$ cat config.mk
export PLATFORM = sky130hd
export DESIGN_NAME = led_pixel_frame_encoder
export DESIGN_NICKNAME = d
export VERILOG_FILES = /design/src/hw/rtl/lpfe_pkg.sv /design/src/hw/rtl/lpfe_front.sv /design/src/hw/rtl/lpfe_queue.sv /design/src/hw/rtl/lpfe_back.sv /design/src/hw/rtl/led_pixel_frame_encoder.sv
export VERILOG_INCLUDE_DIRS = /design/src /design/src/hw/rtl
export SDC_FILE = /design/constraint.sdc
export NUM_CORES = 1
export LEC_CHECK = 0
export BUFFER_PORTS_ARGS = -buffer_cell sky130_fd_sc_hd__buf_2
export CAP_MARGIN = 10
export CORE_ASPECT_RATIO = 0.5
export CORE_UTILIZATION = 38
export CTS_BUF_LIST = sky130_fd_sc_hd__clkbuf_8
export CTS_CLUSTER_DIAMETER = 200
export DETAILED_ROUTE_END_ITERATION = 10
export PLACE_DENSITY = 0.65
export SLEW_MARGIN = 30
export SYNTH_ARGS = -nofsm -noshare
export SYNTH_HDL_FRONTEND = slang
export SYNTH_HIERARCHICAL = 1
export SYNTH_SLANG_ARGS = --single-unit
$ cat constraint.sdc
create_clock -name clk -period 4.2 [get_ports clk]
set_clock_uncertainty 0.1 [all_clocks]
set_input_delay 0.63 -clock clk [delete_from_list [all_inputs] [get_ports clk]]
set_output_delay 0.63 -clock clk [all_outputs]
set_load 0.02 [all_outputs]
$ cat src/hw/rtl/led_pixel_frame_encoder_defines.svh
// assertion macros shared by the led pixel frame encoder rtl
// no dependencies; included by files that carry assertions
`ifndef LED_PIXEL_FRAME_ENCODER_DEFINES_SVH
`define LED_PIXEL_FRAME_ENCODER_DEFINES_SVH

`ifndef SYNTHESIS
// prop must hold at every clock edge outside reset
`define LPFE_ASSERT(name, clk, rst_n, prop, msg) \
	name: assert property (@(posedge clk) disable iff (!rst_n) (prop)) else $error(msg);
// cond must never be seen outside reset
`define LPFE_ASSERT_NEVER(name, clk, rst_n, cond, msg) \
	name: assert property (@(posedge clk) disable iff (!rst_n) !(cond)) else $error(msg);
`else
`define LPFE_ASSERT(name, clk, rst_n, prop, msg)
`define LPFE_ASSERT_NEVER(name, clk, rst_n, cond, msg)
`endif

`endif

$ cat src/hw/rtl/lpfe_pkg.sv
// shared types, constants and functions for the led pixel frame encoder
// no dependencies
`timescale 1ns / 1ps

package lpfe_pkg;

	localparam int DEF_MAX_PIXELS = 65536;
	localparam int WIN_W          = 16;
	localparam int CFG_IDX_W      = 2;
	localparam int COLOR_W        = 8;
	localparam int QUEUE_DEPTH    = 2;

	// configuration register map
	typedef enum logic [CFG_IDX_W-1:0] {
		REG_WINDOW_FIRST      = 2'd0,
		REG_WINDOW_LAST       = 2'd1,
		REG_WINDOW_OPEN_ENDED = 2'd2
	} cfg_reg_e;

	// tuser codes on the input side
	localparam logic ACT_FRAME_START = 1'b0;
	localparam logic ACT_PIXEL       = 1'b1;

	// byte positions inside one four-byte run
	localparam logic [1:0] BEAT_FLAG  = 2'd0;
	localparam logic [1:0] BEAT_BLUE  = 2'd1;
	localparam logic [1:0] BEAT_GREEN = 2'd2;
	localparam logic [1:0] BEAT_RED   = 2'd3;
	localparam logic [1:0] BEAT_LAST  = BEAT_RED;

	localparam logic [1:0] FLAG_TOP = 2'b11;

	typedef struct packed {
		logic               is_pixel;
		logic [COLOR_W-1:0] red;
		logic [COLOR_W-1:0] green;
		logic [COLOR_W-1:0] blue;
	} cmd_t;

	typedef struct packed {
		logic full;
		logic not_empty;
	} q_stat_t;

	// 11, then inverted top bits of blue, green, red
	function automatic logic [7:0] flag_byte(input logic [COLOR_W-1:0] red,
			input logic [COLOR_W-1:0] green, input logic [COLOR_W-1:0] blue);
		flag_byte = {FLAG_TOP, ~blue[7:6], ~green[7:6], ~red[7:6]};
	endfunction

endpackage

$ cat src/hw/rtl/lpfe_front.sv
// front end: config registers, pixel index, window check, queue push
// depends on lpfe_pkg
`timescale 1ns / 1ps

module lpfe_front import lpfe_pkg::*; #(
	parameter int MAX_PIXELS = DEF_MAX_PIXELS
) (
	input  logic                 clk,
	input  logic                 arst_n,
	input  logic                 s_axis_tvalid,
	output logic                 s_axis_tready,
	input  logic [23:0]          s_axis_tdata,  // red, green, blue
	input  logic                 s_axis_tuser,  // action
	input  logic                 cfg_valid,
	output logic                 cfg_ready,
	input  logic [CFG_IDX_W-1:0] cfg_index,
	input  logic [WIN_W-1:0]     cfg_data,
	input  q_stat_t              q_stat,
	output logic                 q_push,
	output cmd_t                 q_cmd
);

	localparam int IDX_W = (MAX_PIXELS > 1) ? $clog2(MAX_PIXELS) : 1;
	localparam logic [IDX_W-1:0] IDX_MAX = IDX_W'(MAX_PIXELS - 1);

	logic [WIN_W-1:0] window_first_q;
	logic [WIN_W-1:0] window_last_q;
	logic             window_open_ended_q;
	logic [IDX_W-1:0] pixel_index_q;
	logic [WIN_W-1:0] idx_ext;
	logic             in_window;
	logic             accept;

	assign cfg_ready     = 1'b1;
	assign s_axis_tready = !q_stat.full;
	assign accept        = s_axis_tvalid && s_axis_tready;

	assign idx_ext   = WIN_W'(pixel_index_q);
	assign in_window = (idx_ext >= window_first_q) &&
		(window_open_ended_q || (idx_ext <= window_last_q));

	// out-of-window pixels are dropped here, only the index moves
	assign q_push = accept && ((s_axis_tuser == ACT_FRAME_START) || in_window);

	assign q_cmd.is_pixel = (s_axis_tuser == ACT_PIXEL);
	assign q_cmd.red      = s_axis_tdata[7:0];
	assign q_cmd.green    = s_axis_tdata[15:8];
	assign q_cmd.blue     = s_axis_tdata[23:16];

	always_ff @(posedge clk or negedge arst_n) begin
		if (!arst_n) begin
			window_first_q      <= '0;
			window_last_q       <= '1;
			window_open_ended_q <= 1'b1;
		end else if (cfg_valid && cfg_ready) begin
			case (cfg_index)
				REG_WINDOW_FIRST:      window_first_q      <= cfg_data;
				REG_WINDOW_LAST:       window_last_q       <= cfg_data;
				REG_WINDOW_OPEN_ENDED: window_open_ended_q <= cfg_data[0];
				default: ;
			endcase
		end
	end

	always_ff @(posedge clk or negedge arst_n) begin
		if (!arst_n) begin
			pixel_index_q <= '0;
		end else if (accept) begin
			if (s_axis_tuser == ACT_FRAME_START) begin
				pixel_index_q <= '0;
			end else if (pixel_index_q != IDX_MAX) begin
				pixel_index_q <= pixel_index_q + 1'b1;
			end
		end
	end

endmodule

$ cat src/hw/rtl/lpfe_queue.sv
// short command queue between front and back end
// depends on lpfe_pkg and the assertion macros header
`timescale 1ns / 1ps
`include "led_pixel_frame_encoder_defines.svh"

module lpfe_queue import lpfe_pkg::*; (
	input  logic    clk,
	input  logic    arst_n,
	input  logic    push,
	input  cmd_t    push_cmd,
	input  logic    pop,
	output cmd_t    head,
	output q_stat_t stat
);

	localparam int PTR_W = (QUEUE_DEPTH > 1) ? $clog2(QUEUE_DEPTH) : 1;
	localparam int CNT_W = $clog2(QUEUE_DEPTH + 1);
	localparam logic [PTR_W-1:0] PTR_END = PTR_W'(QUEUE_DEPTH - 1);
	localparam logic [CNT_W-1:0] CNT_FULL = CNT_W'(QUEUE_DEPTH);

	cmd_t             mem_q [QUEUE_DEPTH];
	logic [PTR_W-1:0] wr_ptr_q;
	logic [PTR_W-1:0] rd_ptr_q;
	logic [CNT_W-1:0] count_q;

	assign head           = mem_q[rd_ptr_q];
	assign stat.full      = (count_q == CNT_FULL);
	assign stat.not_empty = (count_q != '0);

	always_ff @(posedge clk) begin
		if (push) begin
			mem_q[wr_ptr_q] <= push_cmd;
		end
	end

	always_ff @(posedge clk or negedge arst_n) begin
		if (!arst_n) begin
			wr_ptr_q <= '0;
			rd_ptr_q <= '0;
			count_q  <= '0;
		end else begin
			if (push) begin
				wr_ptr_q <= (wr_ptr_q == PTR_END) ? '0 : wr_ptr_q + 1'b1;
			end
			if (pop) begin
				rd_ptr_q <= (rd_ptr_q == PTR_END) ? '0 : rd_ptr_q + 1'b1;
			end
			case ({push, pop})
				2'b10:   count_q <= count_q + 1'b1;
				2'b01:   count_q <= count_q - 1'b1;
				default: count_q <= count_q;
			endcase
		end
	end

	`LPFE_ASSERT_NEVER(a_no_overflow, clk, arst_n, push && stat.full, "push into full queue")
	`LPFE_ASSERT_NEVER(a_no_underflow, clk, arst_n, pop && !stat.not_empty, "pop from empty queue")
	`LPFE_ASSERT(a_count_bound, clk, arst_n, count_q <= CNT_FULL, "queue count beyond depth")
	`LPFE_ASSERT(a_count_track, clk, arst_n, (push && !pop) |=> (count_q == $past(count_q) + 1'b1), "queue count missed a push")

endmodule

$ cat src/hw/rtl/lpfe_back.sv
// back end: serializes each queued command into four output beats
// depends on lpfe_pkg
`timescale 1ns / 1ps

module lpfe_back import lpfe_pkg::*; (
	input  logic       clk,
	input  logic       arst_n,
	input  cmd_t       head,
	input  q_stat_t    q_stat,
	output logic       q_pop,
	output logic       m_axis_tvalid,
	input  logic       m_axis_tready,
	output logic [7:0] m_axis_tdata,  // out_byte
	output logic       m_axis_tlast   // run_last
);

	logic [1:0] beat_q;
	logic       m_valid_q;
	logic [7:0] m_data_q;
	logic       m_last_q;
	logic       adv;
	logic       emit;
	logic [7:0] byte_sel;

	assign adv   = !m_valid_q || m_axis_tready;
	assign emit  = adv && q_stat.not_empty;
	// head stays in the queue until its last byte leaves
	assign q_pop = emit && (beat_q == BEAT_LAST);

	always_comb begin
		byte_sel = '0;
		if (head.is_pixel) begin
			case (beat_q)
				BEAT_FLAG:  byte_sel = flag_byte(head.red, head.green, head.blue);
				BEAT_BLUE:  byte_sel = head.blue;
				BEAT_GREEN: byte_sel = head.green;
				BEAT_RED:   byte_sel = head.red;
				default:    byte_sel = '0;
			endcase
		end
	end

	always_ff @(posedge clk or negedge arst_n) begin
		if (!arst_n) begin
			m_valid_q <= 1'b0;
			beat_q    <= BEAT_FLAG;
		end else begin
			if (adv) begin
				m_valid_q <= q_stat.not_empty;
			end
			if (emit) begin
				beat_q <= beat_q + 1'b1;
			end
		end
	end

	always_ff @(posedge clk) begin
		if (emit) begin
			m_data_q <= byte_sel;
			m_last_q <= (beat_q == BEAT_LAST);
		end
	end

	assign m_axis_tvalid = m_valid_q;
	assign m_axis_tdata  = m_data_q;
	assign m_axis_tlast  = m_last_q;

endmodule

$ cat src/hw/rtl/led_pixel_frame_encoder.sv
// Encodes frame-start and RGB pixel beats into the byte stream for a chain of
// LED driver chips. Every frame start and every pixel inside the configured
// window gives four output beats (tlast on the fourth), so the sustained rate
// is set by the byte-wide output register.
// Pixels outside the window give no beat and are taken one per cycle while
// the two-entry command queue has room. No start-up pass after reset; config
// writes are always ready and take effect on the next beat.
// depends on lpfe_pkg, lpfe_front, lpfe_queue, lpfe_back
`timescale 1ns / 1ps

module led_pixel_frame_encoder import lpfe_pkg::*; #(
	parameter int MAX_PIXELS = DEF_MAX_PIXELS
) (
	input  logic                 clk,
	input  logic                 arst_n,
	input  logic                 s_axis_tvalid,
	output logic                 s_axis_tready,
	input  logic [23:0]          s_axis_tdata,  // red, green, blue
	input  logic                 s_axis_tuser,  // action
	output logic                 m_axis_tvalid,
	input  logic                 m_axis_tready,
	output logic [7:0]           m_axis_tdata,  // out_byte
	output logic                 m_axis_tlast,  // run_last
	input  logic                 cfg_valid,
	output logic                 cfg_ready,
	input  logic [CFG_IDX_W-1:0] cfg_index,
	input  logic [WIN_W-1:0]     cfg_data
);

	q_stat_t q_stat;
	logic    q_push;
	logic    q_pop;
	cmd_t    q_cmd;
	cmd_t    q_head;

	lpfe_front #(
		.MAX_PIXELS(MAX_PIXELS)
	) u_front (
		.clk           (clk),
		.arst_n        (arst_n),
		.s_axis_tvalid (s_axis_tvalid),
		.s_axis_tready (s_axis_tready),
		.s_axis_tdata  (s_axis_tdata),
		.s_axis_tuser  (s_axis_tuser),
		.cfg_valid     (cfg_valid),
		.cfg_ready     (cfg_ready),
		.cfg_index     (cfg_index),
		.cfg_data      (cfg_data),
		.q_stat        (q_stat),
		.q_push        (q_push),
		.q_cmd         (q_cmd)
	);

	lpfe_queue u_queue (
		.clk      (clk),
		.arst_n   (arst_n),
		.push     (q_push),
		.push_cmd (q_cmd),
		.pop      (q_pop),
		.head     (q_head),
		.stat     (q_stat)
	);

	lpfe_back u_back (
		.clk           (clk),
		.arst_n        (arst_n),
		.head          (q_head),
		.q_stat        (q_stat),
		.q_pop         (q_pop),
		.m_axis_tvalid (m_axis_tvalid),
		.m_axis_tready (m_axis_tready),
		.m_axis_tdata  (m_axis_tdata),
		.m_axis_tlast  (m_axis_tlast)
	);

endmodule

==> flow_metrics.env <==
export IMPL_numCtsBuffers=17
export IMPL_clockBufferDepth=2
export IMPL_die_w_um=178.6
export IMPL_globalplace_congestion=0.7239
export IMPL_slew_headroom_pct=36.98
export IMPL_die_h_um=90.28
export IMPL_ys_async_sr_fraction_pct=48.70
export IMPL_grt_antenna_before_repair=0
export IMPL_cts_hold_buf=0
export IMPL_worstPathMaxFanout=25
export IMPL_post_route_min_period_ps=3324
export IMPL_fillers=1383
export IMPL_max_clock_freq_mhz=300.9
export IMPL_cts_max_level=4
export IMPL_worstPathCellList="inv_1 -> ha_1 -> a21oi_1 -> o21ai_0 -> a221oi_1 -> o211ai_1 -> a211oi_1 -> and2_2"
export IMPL_final_cells=727
export IMPL_synth_edf_count=59
export IMPL_status="finished clean"
export IMPL_syn_nets=561
export IMPL_netlist_instances=475
export IMPL_drt_iter0_markers=182
export IMPL_vdd_drop_max_v=0.0002332
export IMPL_fp_coreArea_um2=14860
export IMPL_cts_resized_gates=0
export IMPL_die_area_um2=16120
export IMPL_ys_flop_type="edfxtp_1"
export IMPL_grt_max_degree=36
export IMPL_grt_setup_unrepaired="false"
export IMPL_drv_cap=0
export IMPL_synth_largest_area_cell="edfxtp_1"
export IMPL_arrival_ps=3280
export IMPL_hold_class="in -> async"
export IMPL_place_area_um2=6188
export IMPL_cpLargestDelayFamily="compound AO/OA/AOI/OAI gates"
export IMPL_tightest_slew_ps=943.4
export IMPL_synth_most_common_cell="edfxtp_1"
export IMPL_fin_setup_tns_ps=0
export IMPL_clock_sinks=115
export IMPL_endpoint_kind="flop"
export IMPL_holdWs_ps=188.9
export IMPL_dp_hpwl_um=7646
export IMPL_ys_ff_latch=115
export IMPL_cts_tree="yes"
export IMPL_finalHoldViolCount=0
export IMPL_ant_nets=0
export IMPL_cts_root_buf="clkbuf_8"
export IMPL_dp_cells=695
export IMPL_drtPass1Iterations=4
export IMPL_rows=31
export IMPL_yosys_top_cells_count="edfxtp_1, nand2_1, dfrtp_1, inv_1, ha_1"
export IMPL_p_leak_nw=2.841
export IMPL_cp_start_kind="flop"
export IMPL_drive_above_1_share_pct=32.33
export IMPL_yosysWarnings=6
export IMPL_final_area_um2=6581
export IMPL_slew_viol_final=0
export IMPL_grt_usage_pct=14.71
export IMPL_initial_core_util_pct=39.87
export IMPL_area_growth_pct=11.11
export IMPL_post_cts_buffers=0
export IMPL_grt_pass1_wl_um=18060
export IMPL_diodes=0
export IMPL_path_class="reg -> reg"
export IMPL_critPathRequiredTime_ps=4150
export IMPL_cellPowerDensity_nw_per_um2=547.5
export IMPL_ioPinCount=60
export IMPL_grt_pass1_vias=3591
export IMPL_worstPathBufferInverterCount=1
export IMPL_avgRoutedWirePerCell_um=15.25
export IMPL_drcViolationCount=0
export IMPL_finalSetupViolCount=0
export IMPL_overflow=0
export IMPL_fin_nets=602
export IMPL_utilization_pct=44.30
export IMPL_syn_cell_area_um2=5923
export IMPL_synth_area_per_cell_um2=12.47
export IMPL_critPathSlowestCell="and2_2"
export IMPL_ys_seq_area_share_pct=53.93
export IMPL_synth_distinct_cells=60
export IMPL_worst_path_largest_cell_delay_ps=670
export IMPL_path_clk_slew_ps=80
export IMPL_via_per_inst=4.906
export IMPL_route_vias_total=3567
export IMPL_clkLatencyLatePin_ps=420
export IMPL_ys_top_cells_by_area="edfxtp_1, dfrtp_1, ha_1"
export IMPL_portBuffers=58
export IMPL_synth_top_area_share_pct=29.91
export IMPL_wl_um=11090
export IMPL_final_period_utilization_pct=79.13
-- final cells by class --
type                            instances  area (µm²)  share of cell area [%]
Clock inverter                         15       158.9                   2.414
Timing Repair Buffer                   62       320.3                   4.867
Sequential cell                       115        3194                   48.54
Tap cell                              198       247.7                   3.764
Inverter                               39       146.4                   2.224
Multi-Input combinational cell        281        2280                   34.64
Clock buffer                           17       234.0                   3.555
-- stage by stage --
stage                     setup WS (ps)  total power, mW
after CTS                         908.4            3.643
after floorplan                   711.5            2.386
after global routing              646.9            3.820
after global placement            619.6            2.575
after detailed placement          929.6            2.606
final                             876.4            3.603
-- final timing paths --
path                                           from                         to  slack (ps)  depth (start not counted)
setup / recovery           u_front/window_last_q[7]       u_queue/mem_q[1][22]         880                          8
hold / removal                               arst_n  u_front/window_first_q[5]         190                          1
setup reg to reg           u_front/window_last_q[7]       u_queue/mem_q[1][22]         880                          8
hold reg to reg                    u_queue/rd_ptr_q           u_queue/rd_ptr_q         380                          1
max in group asynchronous                    arst_n  u_front/window_last_q[12]        2930                          2
min in group clk                   s_axis_tdata[17]        u_queue/mem_q[0][1]         280                          1
-- placed cells by master (no fill, tap or decap), types with 8 or more instances in the layout --
| master | count |
|---|---|
| buf_2 | 58 |
| ha_1 | 38 |
| xnor2_1 | 11 |
| edfxtp_1 | 59 |
| inv_1 | 40 |
| mux2_2 | 24 |
| o21ai_0 | 21 |
| nand4_1 | 9 |
| mux2_4 | 20 |
| a21oi_1 | 25 |
| nand2_1 | 41 |
| nor2_1 | 16 |
| clkbuf_8 | 17 |
| a22oi_1 | 8 |
| dfstp_2 | 17 |
| dfrtp_1 | 39 |
-- sequential cells by signal (all words and copies together), names as in the netlist --
signal                       cells
u_queue/wr_ptr_q                 1
u_back/m_axis_tlast              1
u_front/idx_ext                 16
u_queue/count_q                  2
u_front/window_first_q          16
u_back/m_axis_tvalid             1
u_queue/mem_q                   50
u_queue/rd_ptr_q                 1
u_front/window_open_ended_q      1
u_front/window_last_q           16
u_back/m_axis_tdata              8
u_back/beat_q                    2
-- cell families after synthesis --
kind of cell	Yosys count	synth area share [%]
flops	115	53.93
simple gates	101	9.379
buf+inv	79	7.731
compound gates	77	8.238
mux	46	9.970
fa+ha+maj	38	8.027
xor+xnor	18	2.662
other cells	1	0.06331
-- layer usage --
layer	up-vias	wire length, µm	track usage (%)
met5	-	0	0
met4	0	112	4.802
met3	12	504	4.125
met2	64	5085	22.38
met1	1742	5383	20.15
li1	1749	-	-
-- report_power, final --
| group | switching [mW] | internal [mW] | total [mW] |
|---|---|---|---|
| combinational | 0.580 | 0.459 | 1.04 |
| clock | 0.494 | 0.533 | 1.03 |
| sequential | 0.106 | 1.43 | 1.54 |
| total | 1.18 | 2.42 | 3.60 |
Power figures use the tool's default switching activity.
